==> src/rtl/core/ecw_pkg.sv <==
// ----------------------------------------------------------------------------
// ecw_pkg
// Shared types and constants for the event counter with its waiter table.
// ----------------------------------------------------------------------------
package ecw_pkg;

  localparam int WAIT_SLOTS = 16;
  localparam int SLOT_W     = (WAIT_SLOTS > 1) ? $clog2(WAIT_SLOTS) : 1;
  localparam int COUNT_W    = 32;
  localparam int TASK_W     = 16;

  typedef enum logic [1:0] {
    CMD_ADD      = 2'd0,
    CMD_SUB      = 2'd1,
    CMD_REGISTER = 2'd2,
    CMD_UNUSED   = 2'd3
  } ecw_cmd_t;

  typedef enum logic [2:0] {
    KIND_RELEASED  = 3'd0,
    KIND_ADJUSTED  = 3'd1,
    KIND_QUEUED    = 3'd2,
    KIND_SATISFIED = 3'd3,
    KIND_FULL      = 3'd4
  } ecw_kind_t;

  typedef struct packed {
    logic [1:0]         cmd;
    logic [COUNT_W-1:0] amount;
    logic [TASK_W-1:0]  task_index;
    logic [COUNT_W-1:0] target_count;
  } ecw_in_t;

  typedef struct packed {
    logic [2:0]         kind;
    logic [COUNT_W-1:0] prior_count;
    logic [COUNT_W-1:0] now_count;
    logic [TASK_W-1:0]  woken_task;
    logic               last;
  } ecw_out_t;

  typedef struct packed {
    logic [TASK_W-1:0]  task_index;
    logic [COUNT_W-1:0] target;
  } ecw_slot_t;

endpackage

==> src/rtl/core/ecw_slot_mem.sv <==
// ----------------------------------------------------------------------------
// ecw_slot_mem
// Waiter slot storage: task index and target per slot, one write port and
// one read port with registered read data.
// ----------------------------------------------------------------------------
module ecw_slot_mem (
  input  logic                      clk,
  input  logic                      wr_en,
  input  logic [ecw_pkg::SLOT_W-1:0] wr_addr,
  input  ecw_pkg::ecw_slot_t        wr_data,
  input  logic                      rd_en,
  input  logic [ecw_pkg::SLOT_W-1:0] rd_addr,
  output ecw_pkg::ecw_slot_t        rd_data
);
  import ecw_pkg::*;

  ecw_slot_t mem [WAIT_SLOTS];
  ecw_slot_t rd_data_r;

  always_ff @(posedge clk) begin
    if (wr_en) begin
      mem[wr_addr] <= wr_data;
    end
  end

  always_ff @(posedge clk) begin
    if (rd_en) begin
      rd_data_r <= mem[rd_addr];
    end
  end

  assign rd_data = rd_data_r;

endmodule

==> src/rtl/core/ecw_out_reg.sv <==
// ----------------------------------------------------------------------------
// ecw_out_reg
// Result output register with valid/stall handshake.
// ----------------------------------------------------------------------------
module ecw_out_reg (
  input  logic              clk,
  input  logic              rst_n,
  input  logic              load,
  input  ecw_pkg::ecw_out_t load_item,
  output logic              free,
  output logic              out_valid,
  input  logic              out_stall,
  output ecw_pkg::ecw_out_t out_item
);
  import ecw_pkg::*;

  logic     valid_r;
  logic     valid_nxt;
  ecw_out_t item_r;

  assign free = !valid_r || !out_stall;

  always_comb begin
    if (load) begin
      valid_nxt = 1'b1;
    end else if (out_stall) begin
      valid_nxt = valid_r;
    end else begin
      valid_nxt = 1'b0;
    end
  end

  always_ff @(posedge clk) begin
    if (!rst_n) begin
      valid_r <= 1'b0;
    end else begin
      valid_r <= valid_nxt;
    end
  end

  always_ff @(posedge clk) begin
    if (load) begin
      item_r <= load_item;
    end
  end

  assign out_valid = valid_r;
  assign out_item  = item_r;

endmodule

==> src/rtl/core/event_counter_with_waiters_top.sv <==
// ----------------------------------------------------------------------------
// event_counter_with_waiters_top
// Event counter with a waiter table. Adjust commands scan the slot memory
// and release matching waiters in slot order; register commands claim the
// lowest free slot unless the table is full or the target is already met.
//
//   channel  direction  handshake          payload
//   in       input      in_valid/in_stall   ecw_in_t  in_item
//   out      output     out_valid/out_stall ecw_out_t out_item
//
// An adjust command steps through accept, one slot memory read per slot,
// then the closing item; the slot memory has a single read port, so the
// scan reads one slot at a time.
// Reset clears the count and all occupancy bits; slot contents stay as they are.
// A stall on out holds the scan at a matching slot and blocks new input items.
// ----------------------------------------------------------------------------
module event_counter_with_waiters_top (
  input  logic             clk,
  input  logic             rst_n,
  input  logic             in_valid,
  output logic             in_stall,
  input  ecw_pkg::ecw_in_t in_item,
  output logic             out_valid,
  input  logic             out_stall,
  output ecw_pkg::ecw_out_t out_item
);
  import ecw_pkg::*;

  typedef enum logic [2:0] {
    ST_IDLE  = 3'b001,
    ST_CHECK = 3'b010,
    ST_DONE  = 3'b100
  } ecw_state_t;

  ecw_state_t          state_r, state_nxt;
  logic [COUNT_W-1:0]  count_r, count_nxt;
  logic [COUNT_W-1:0]  prior_r, prior_nxt;
  logic [WAIT_SLOTS-1:0] occ_r, occ_nxt;
  logic [SLOT_W-1:0]   idx_r, idx_nxt;

  logic                in_acc;
  logic                out_free;
  logic                out_load;
  ecw_out_t            out_data;
  logic                free_found;
  logic [SLOT_W-1:0]   free_idx;
  logic                wr_en;
  ecw_slot_t           wr_data;
  logic                rd_en;
  logic [SLOT_W-1:0]   rd_addr;
  ecw_slot_t           rd_data;
  logic                slot_match;
  logic                last_slot;
  logic [COUNT_W-1:0]  adj_now;

  assign in_stall = (state_r != ST_IDLE) || !out_free;
  assign in_acc   = in_valid && !in_stall;

  always_comb begin
    free_found = 1'b0;
    free_idx   = '0;
    for (int i = WAIT_SLOTS - 1; i >= 0; i--) begin
      if (!occ_r[i]) begin
        free_found = 1'b1;
        free_idx   = SLOT_W'(i);
      end
    end
  end

  assign adj_now    = (in_item.cmd == CMD_ADD) ? count_r + in_item.amount
                                               : count_r - in_item.amount;
  assign slot_match = occ_r[idx_r] && (rd_data.target == count_r);
  assign last_slot  = (idx_r == SLOT_W'(WAIT_SLOTS - 1));
  assign wr_data    = '{task_index: in_item.task_index, target: in_item.target_count};

  always_comb begin
    state_nxt = state_r;
    count_nxt = count_r;
    prior_nxt = prior_r;
    occ_nxt   = occ_r;
    idx_nxt   = idx_r;
    out_load  = 1'b0;
    out_data  = '0;
    wr_en     = 1'b0;
    rd_en     = 1'b0;
    rd_addr   = '0;
    case (state_r)
      ST_IDLE: begin
        if (in_acc) begin
          case (in_item.cmd)
            CMD_ADD, CMD_SUB: begin
              count_nxt = adj_now;
              prior_nxt = count_r;
              idx_nxt   = '0;
              rd_en     = 1'b1;
              rd_addr   = '0;
              state_nxt = ST_CHECK;
            end
            CMD_REGISTER: begin
              out_load           = 1'b1;
              out_data.now_count = count_r;
              out_data.last      = 1'b1;
              if (!free_found) begin
                out_data.kind = KIND_FULL;
              end else if (count_r == in_item.target_count) begin
                out_data.kind       = KIND_SATISFIED;
                out_data.woken_task = in_item.task_index;
              end else begin
                out_data.kind     = KIND_QUEUED;
                wr_en             = 1'b1;
                occ_nxt[free_idx] = 1'b1;
              end
            end
            default: begin
            end
          endcase
        end
      end
      ST_CHECK: begin
        out_data.kind        = KIND_RELEASED;
        out_data.prior_count = prior_r;
        out_data.now_count   = count_r;
        out_data.woken_task  = rd_data.task_index;
        if (!slot_match || out_free) begin
          if (slot_match) begin
            out_load       = 1'b1;
            occ_nxt[idx_r] = 1'b0;
          end
          if (last_slot) begin
            state_nxt = ST_DONE;
          end else begin
            idx_nxt = idx_r + 1'b1;
            rd_en   = 1'b1;
            rd_addr = idx_r + 1'b1;
          end
        end
      end
      ST_DONE: begin
        out_data.kind        = KIND_ADJUSTED;
        out_data.prior_count = prior_r;
        out_data.now_count   = count_r;
        out_data.last        = 1'b1;
        if (out_free) begin
          out_load  = 1'b1;
          state_nxt = ST_IDLE;
        end
      end
      default: begin
        state_nxt = ST_IDLE;
      end
    endcase
  end

  always_ff @(posedge clk) begin
    if (!rst_n) begin
      state_r <= ST_IDLE;
      count_r <= '0;
      occ_r   <= '0;
    end else begin
      state_r <= state_nxt;
      count_r <= count_nxt;
      occ_r   <= occ_nxt;
    end
  end

  always_ff @(posedge clk) begin
    prior_r <= prior_nxt;
    idx_r   <= idx_nxt;
  end

  ecw_slot_mem u_slot_mem (
    .clk     (clk),
    .wr_en   (wr_en),
    .wr_addr (free_idx),
    .wr_data (wr_data),
    .rd_en   (rd_en),
    .rd_addr (rd_addr),
    .rd_data (rd_data)
  );

  ecw_out_reg u_out_reg (
    .clk       (clk),
    .rst_n     (rst_n),
    .load      (out_load),
    .load_item (out_data),
    .free      (out_free),
    .out_valid (out_valid),
    .out_stall (out_stall),
    .out_item  (out_item)
  );

  a_count_held_in_scan: assert property (@(posedge clk) disable iff (!rst_n)
    (state_r == ST_CHECK) |=> (count_r == $past(count_r)))
    else $error("count changed during slot scan");

  a_occ_no_grow_in_scan: assert property (@(posedge clk) disable iff (!rst_n)
    (state_r == ST_CHECK) |=> ($countones(occ_r) <= $past($countones(occ_r))))
    else $error("slot claimed during slot scan");

  a_done_emits_last: assert property (@(posedge clk) disable iff (!rst_n)
    (state_r == ST_DONE && out_free) |=> (out_valid && out_item.last))
    else $error("closing item missing after scan");

endmodule

==> config.mk <==
export PLATFORM = sky130hd
export DESIGN_NAME = event_counter_with_waiters_top
export DESIGN_NICKNAME = d
export VERILOG_FILES = /design/src/rtl/core/ecw_pkg.sv /design/src/rtl/core/ecw_slot_mem.sv /design/src/rtl/core/ecw_out_reg.sv /design/src/rtl/core/event_counter_with_waiters_top.sv
export SDC_FILE = /design/constraint.sdc
export NUM_CORES = 1
export LEC_CHECK = 0
export BUFFER_PORTS_ARGS = -buffer_cell sky130_fd_sc_hd__buf_2
export CAP_MARGIN = 0
export CORE_MARGIN = 8
export CORE_UTILIZATION = 48
export CTS_CLUSTER_SIZE = 14
export DETAILED_ROUTE_END_ITERATION = 7
export PLACE_DENSITY = 0.67
export SYNTH_ARGS = -nofsm -noshare
export SYNTH_HDL_FRONTEND = slang
export SYNTH_SLANG_ARGS = --single-unit
==> constraint.sdc <==
create_clock -name clk -period 6.2 [get_ports clk]
set_clock_uncertainty 0.15 [all_clocks]
set_input_delay 0.62 -clock clk [delete_from_list [all_inputs] [get_ports clk]]
set_output_delay 0.62 -clock clk [all_outputs]
set_load 0.005 [all_outputs]
==> results_dict.tcl <==
set metrics [dict create \
    status "completed" \
    min_period_ns 4.91 \
    netlist_top_cells_count "edfxtp_1 (936), nand2_1 (286), clkbuf_1 (137)" \
    htreeDepth 3 \
    synth_cell_types 64 \
    die-height_um 307 \
    slew_violations 0 \
    synth_top_area_frac 0.692 \
    async_flop_share 0 \
    clock-root-buffer "clkbuf_16" \
    cts_buffer_depth 3 \
    finalHoldViolCount 0 \
    drc 0 \
    netlist_area_sq_um 40600 \
    die_area_sq_um 94100 \
    start_util 0.485 \
    yosysTopAreaCell "edfxtp_1" \
    insertion_delay_ns 0.68 \
    leakage_uw 0.0158 \
    grt_pass1_wl_um 166000 \
    total_power_uw 13900 \
    grt_pass1_vias 25900 \
    vias_per_cell 6.25 \
    hold_buffers 0 \
    slew-limit-headroom 0.161 \
    synthCells 2822 \
    crit_family "simple AND/OR/NAND/NOR gates" \
    post_drt_wl_per_cell_um 26.8 \
    fin_setup_tns_ns 0 \
    syn_to_final_growth_pct 13.4 \
    fin_crit_sh 0.793 \
    rsz0062_at_grt "no" \
    core_area_sq_um 83700 \
    cp_slowest_cell "o21bai_4" \
    multiInputGateArea_sq_um 10700 \
    antenna_found_initial 11 \
    yosysSeqAreaShare 0.718 \
    drt_pass1_iterations 5 \
    nNetsFinal 3096 \
    worst-path-max-fanout 146 \
    pin_count 172 \
    drt_iter0_markers 2762 \
    ys_ff_latch 988 \
    hold_start "in_item[43]" \
    max-cap-violations 0 \
    layout-drive-gt1-share 0.132 \
    fillers 6595 \
    overflow 0 \
    dpl_cell_area_sq_um 42900 \
    hold_class "input pin to flop" \
    worstSetupEndpointType "flop" \
    synth-edff-count 936 \
    crit_path_start_kind "flop" \
    grt_max_degree 147 \
    dp_hpwl_um 62200 \
    track_usage 0.232 \
    place.gp.congestion 0.993 \
    post_cts_buffers 0 \
    clk_pin_slew_ns 0.06 \
    synth.most_common_cell "edfxtp_1" \
    arrival_ns 5.13 \
    critPathBufInv 2 \
    crit_path_cell_trace "buf_12, ha_1, nand3_1, and2_1, nand2_1, nand2_1, o21bai_4, buf_4, nand3_1, nand4_1, a31oi_1" \
    fmax_mhz 203 \
    detail-route-antenna-nets 0 \
    io_buffers 171 \
    tightest_slew_ns 1.26 \
    max_stage_delay_ns 1.00 \
    cts_resized 0 \
    tritoncts "yes" \
    seq_area_sq_um 29100 \
    vias 26200 \
    wirelength_um 112000 \
    final_cell_area_sq_um 46000 \
    criticalPathCategory "flop to flop" \
    row_count 106 \
    synth.area.top_cells "edfxtp_1 (69%), nand2_1 (2.6%), dfxtp_1 (2.6%)" \
    clock-sinks 988 \
    synth_flop_cell "edfxtp_1" \
    synth_fp_nets 2945 \
    r2r-start "idx_r[0]" \
    syn_area_per_cell_sq_um 14.4 \
    cts_made_buffers 99 \
    ys_warn_count 0 \
    p_per_area_nw_per_um2 302 \
    cp-startpoint "idx_r[0]" \
    vdd_drop_max_mv 0.229 \
    die_width_um 307 \
    setup_violations 0 \
    required_ns 6.42 \
]
state kept, by name (all words and copies together) (netlist names):
signal / cells
count_r: 32
idx_r: 4
occ_r: 16
prior_r: 32
state_r: 3
u_out_reg.out_item: 84
u_out_reg.out_valid: 1
u_slot_mem.mem: 768
u_slot_mem.rd_data: 48
worst reg2reg max path: stages, from the launching register on:
cell and delay [ns]:
edfxtp_1 0.60, buf_12 0.60, ha_1 0.48, nand3_1 0.23, and2_1 0.26, nand2_1 0.17, nand2_1 0.18, o21bai_4 1.00
buf_4 0.54, nand3_1 0.13, nand4_1 0.18, a31oi_1 0.09
layout make-up:
cell class | instances | area share
Clock inverter | 50 | 0.0107
Antenna cell | 6 | 0.000326
Inverter | 64 | 0.00527
Timing Repair Buffer | 225 | 0.0304
Multi-Input combinational cell | 1595 | 0.233
Sequential cell | 988 | 0.633
Tap cell | 1134 | 0.0308
Clock buffer | 128 | 0.0566
worst paths after layout:
check	end	slack (ns)	depth (start not counted)
worst max register to register	u_slot_mem.rd_data[41]	1.29	11
worst min-delay path	u_slot_mem.mem[6][43]	0.18	1
worst max-delay path	u_slot_mem.rd_data[41]	1.29	11
worst min register to register	u_out_reg.out_item[53]	0.37	1
logic make-up (layout without fill, tap and decap cells):
| kind of cell | Yosys count | count (layout) | synth area share |
|---|---|---|---|
| adder cells (fa/ha/maj) | 37 | 37 | 0.0116 |
| AO/OA/AOI/OAI | 539 | 539 | 0.0971 |
| buffers and inverters | 239 | 467 | 0.0236 |
| XOR/XNOR | 122 | 122 | 0.0263 |
| other | 0 | 6 | 0 |
| flip-flops | 988 | 988 | 0.718 |
| multiplexers | 104 | 104 | 0.0272 |
| AND/OR/NAND/NOR | 793 | 793 | 0.0962 |
through the flow:
step	setup WS, ns	instances	util	hold WS [ns]
after floorplan	1.21	2822	-	0.334
after global placement	0.748	4006	0.513	0.349
after CTS	1.38	4184	0.550	0.139
after global routing	0.906	4189	0.550	0.169
final	1.29	4190	0.550	0.177
after detailed placement	0.752	4006	0.513	0.355
layer usage:
layer,vias up,share of wire,track usage
met4,8,0.042,0.108
li1,11300,-,-
met3,276,0.092,0.0409
met2,1490,0.47,0.368
met5,-,0.00043,0
met1,13100,0.40,0.313
power breakdown:
part / internal (uW) / switching (uW) / total, uW
registers: 7370 / 72.3 / 7450
clock network: 3270 / 2500 / 5770
logic: 235 / 461 / 696
cell usage in the layout, fill, tap and decap left out, drive strengths merged, types with 7 or more instances in the layout:
| master | count |
|---|---|
| edfxtp | 936 |
| nand2 | 286 |
| buf | 225 |
| clkbuf | 128 |
| nand3 | 126 |
| xnor2 | 103 |
| mux2i | 98 |
| o221ai | 96 |
| o21ai | 87 |
| and2 | 75 |
| nand4 | 74 |
| inv | 69 |
| nor2 | 61 |
| or3 | 58 |
| a31oi | 55 |
| a21oi | 55 |
| nor3 | 54 |
| o211ai | 53 |
| dfxtp | 52 |
| a211o | 47 |
| a32oi | 45 |
| ha | 36 |
| clkinv | 36 |
| a21o | 20 |
| xor2 | 19 |
| a22o | 16 |
| a32o | 15 |
| nand2b | 14 |
| nor4 | 11 |
| and3 | 9 |
| a211oi | 9 |
| nor2b | 8 |
| o21a | 7 |
| bufinv | 7 |
Note: power is estimated with default switching activity, not from simulation.
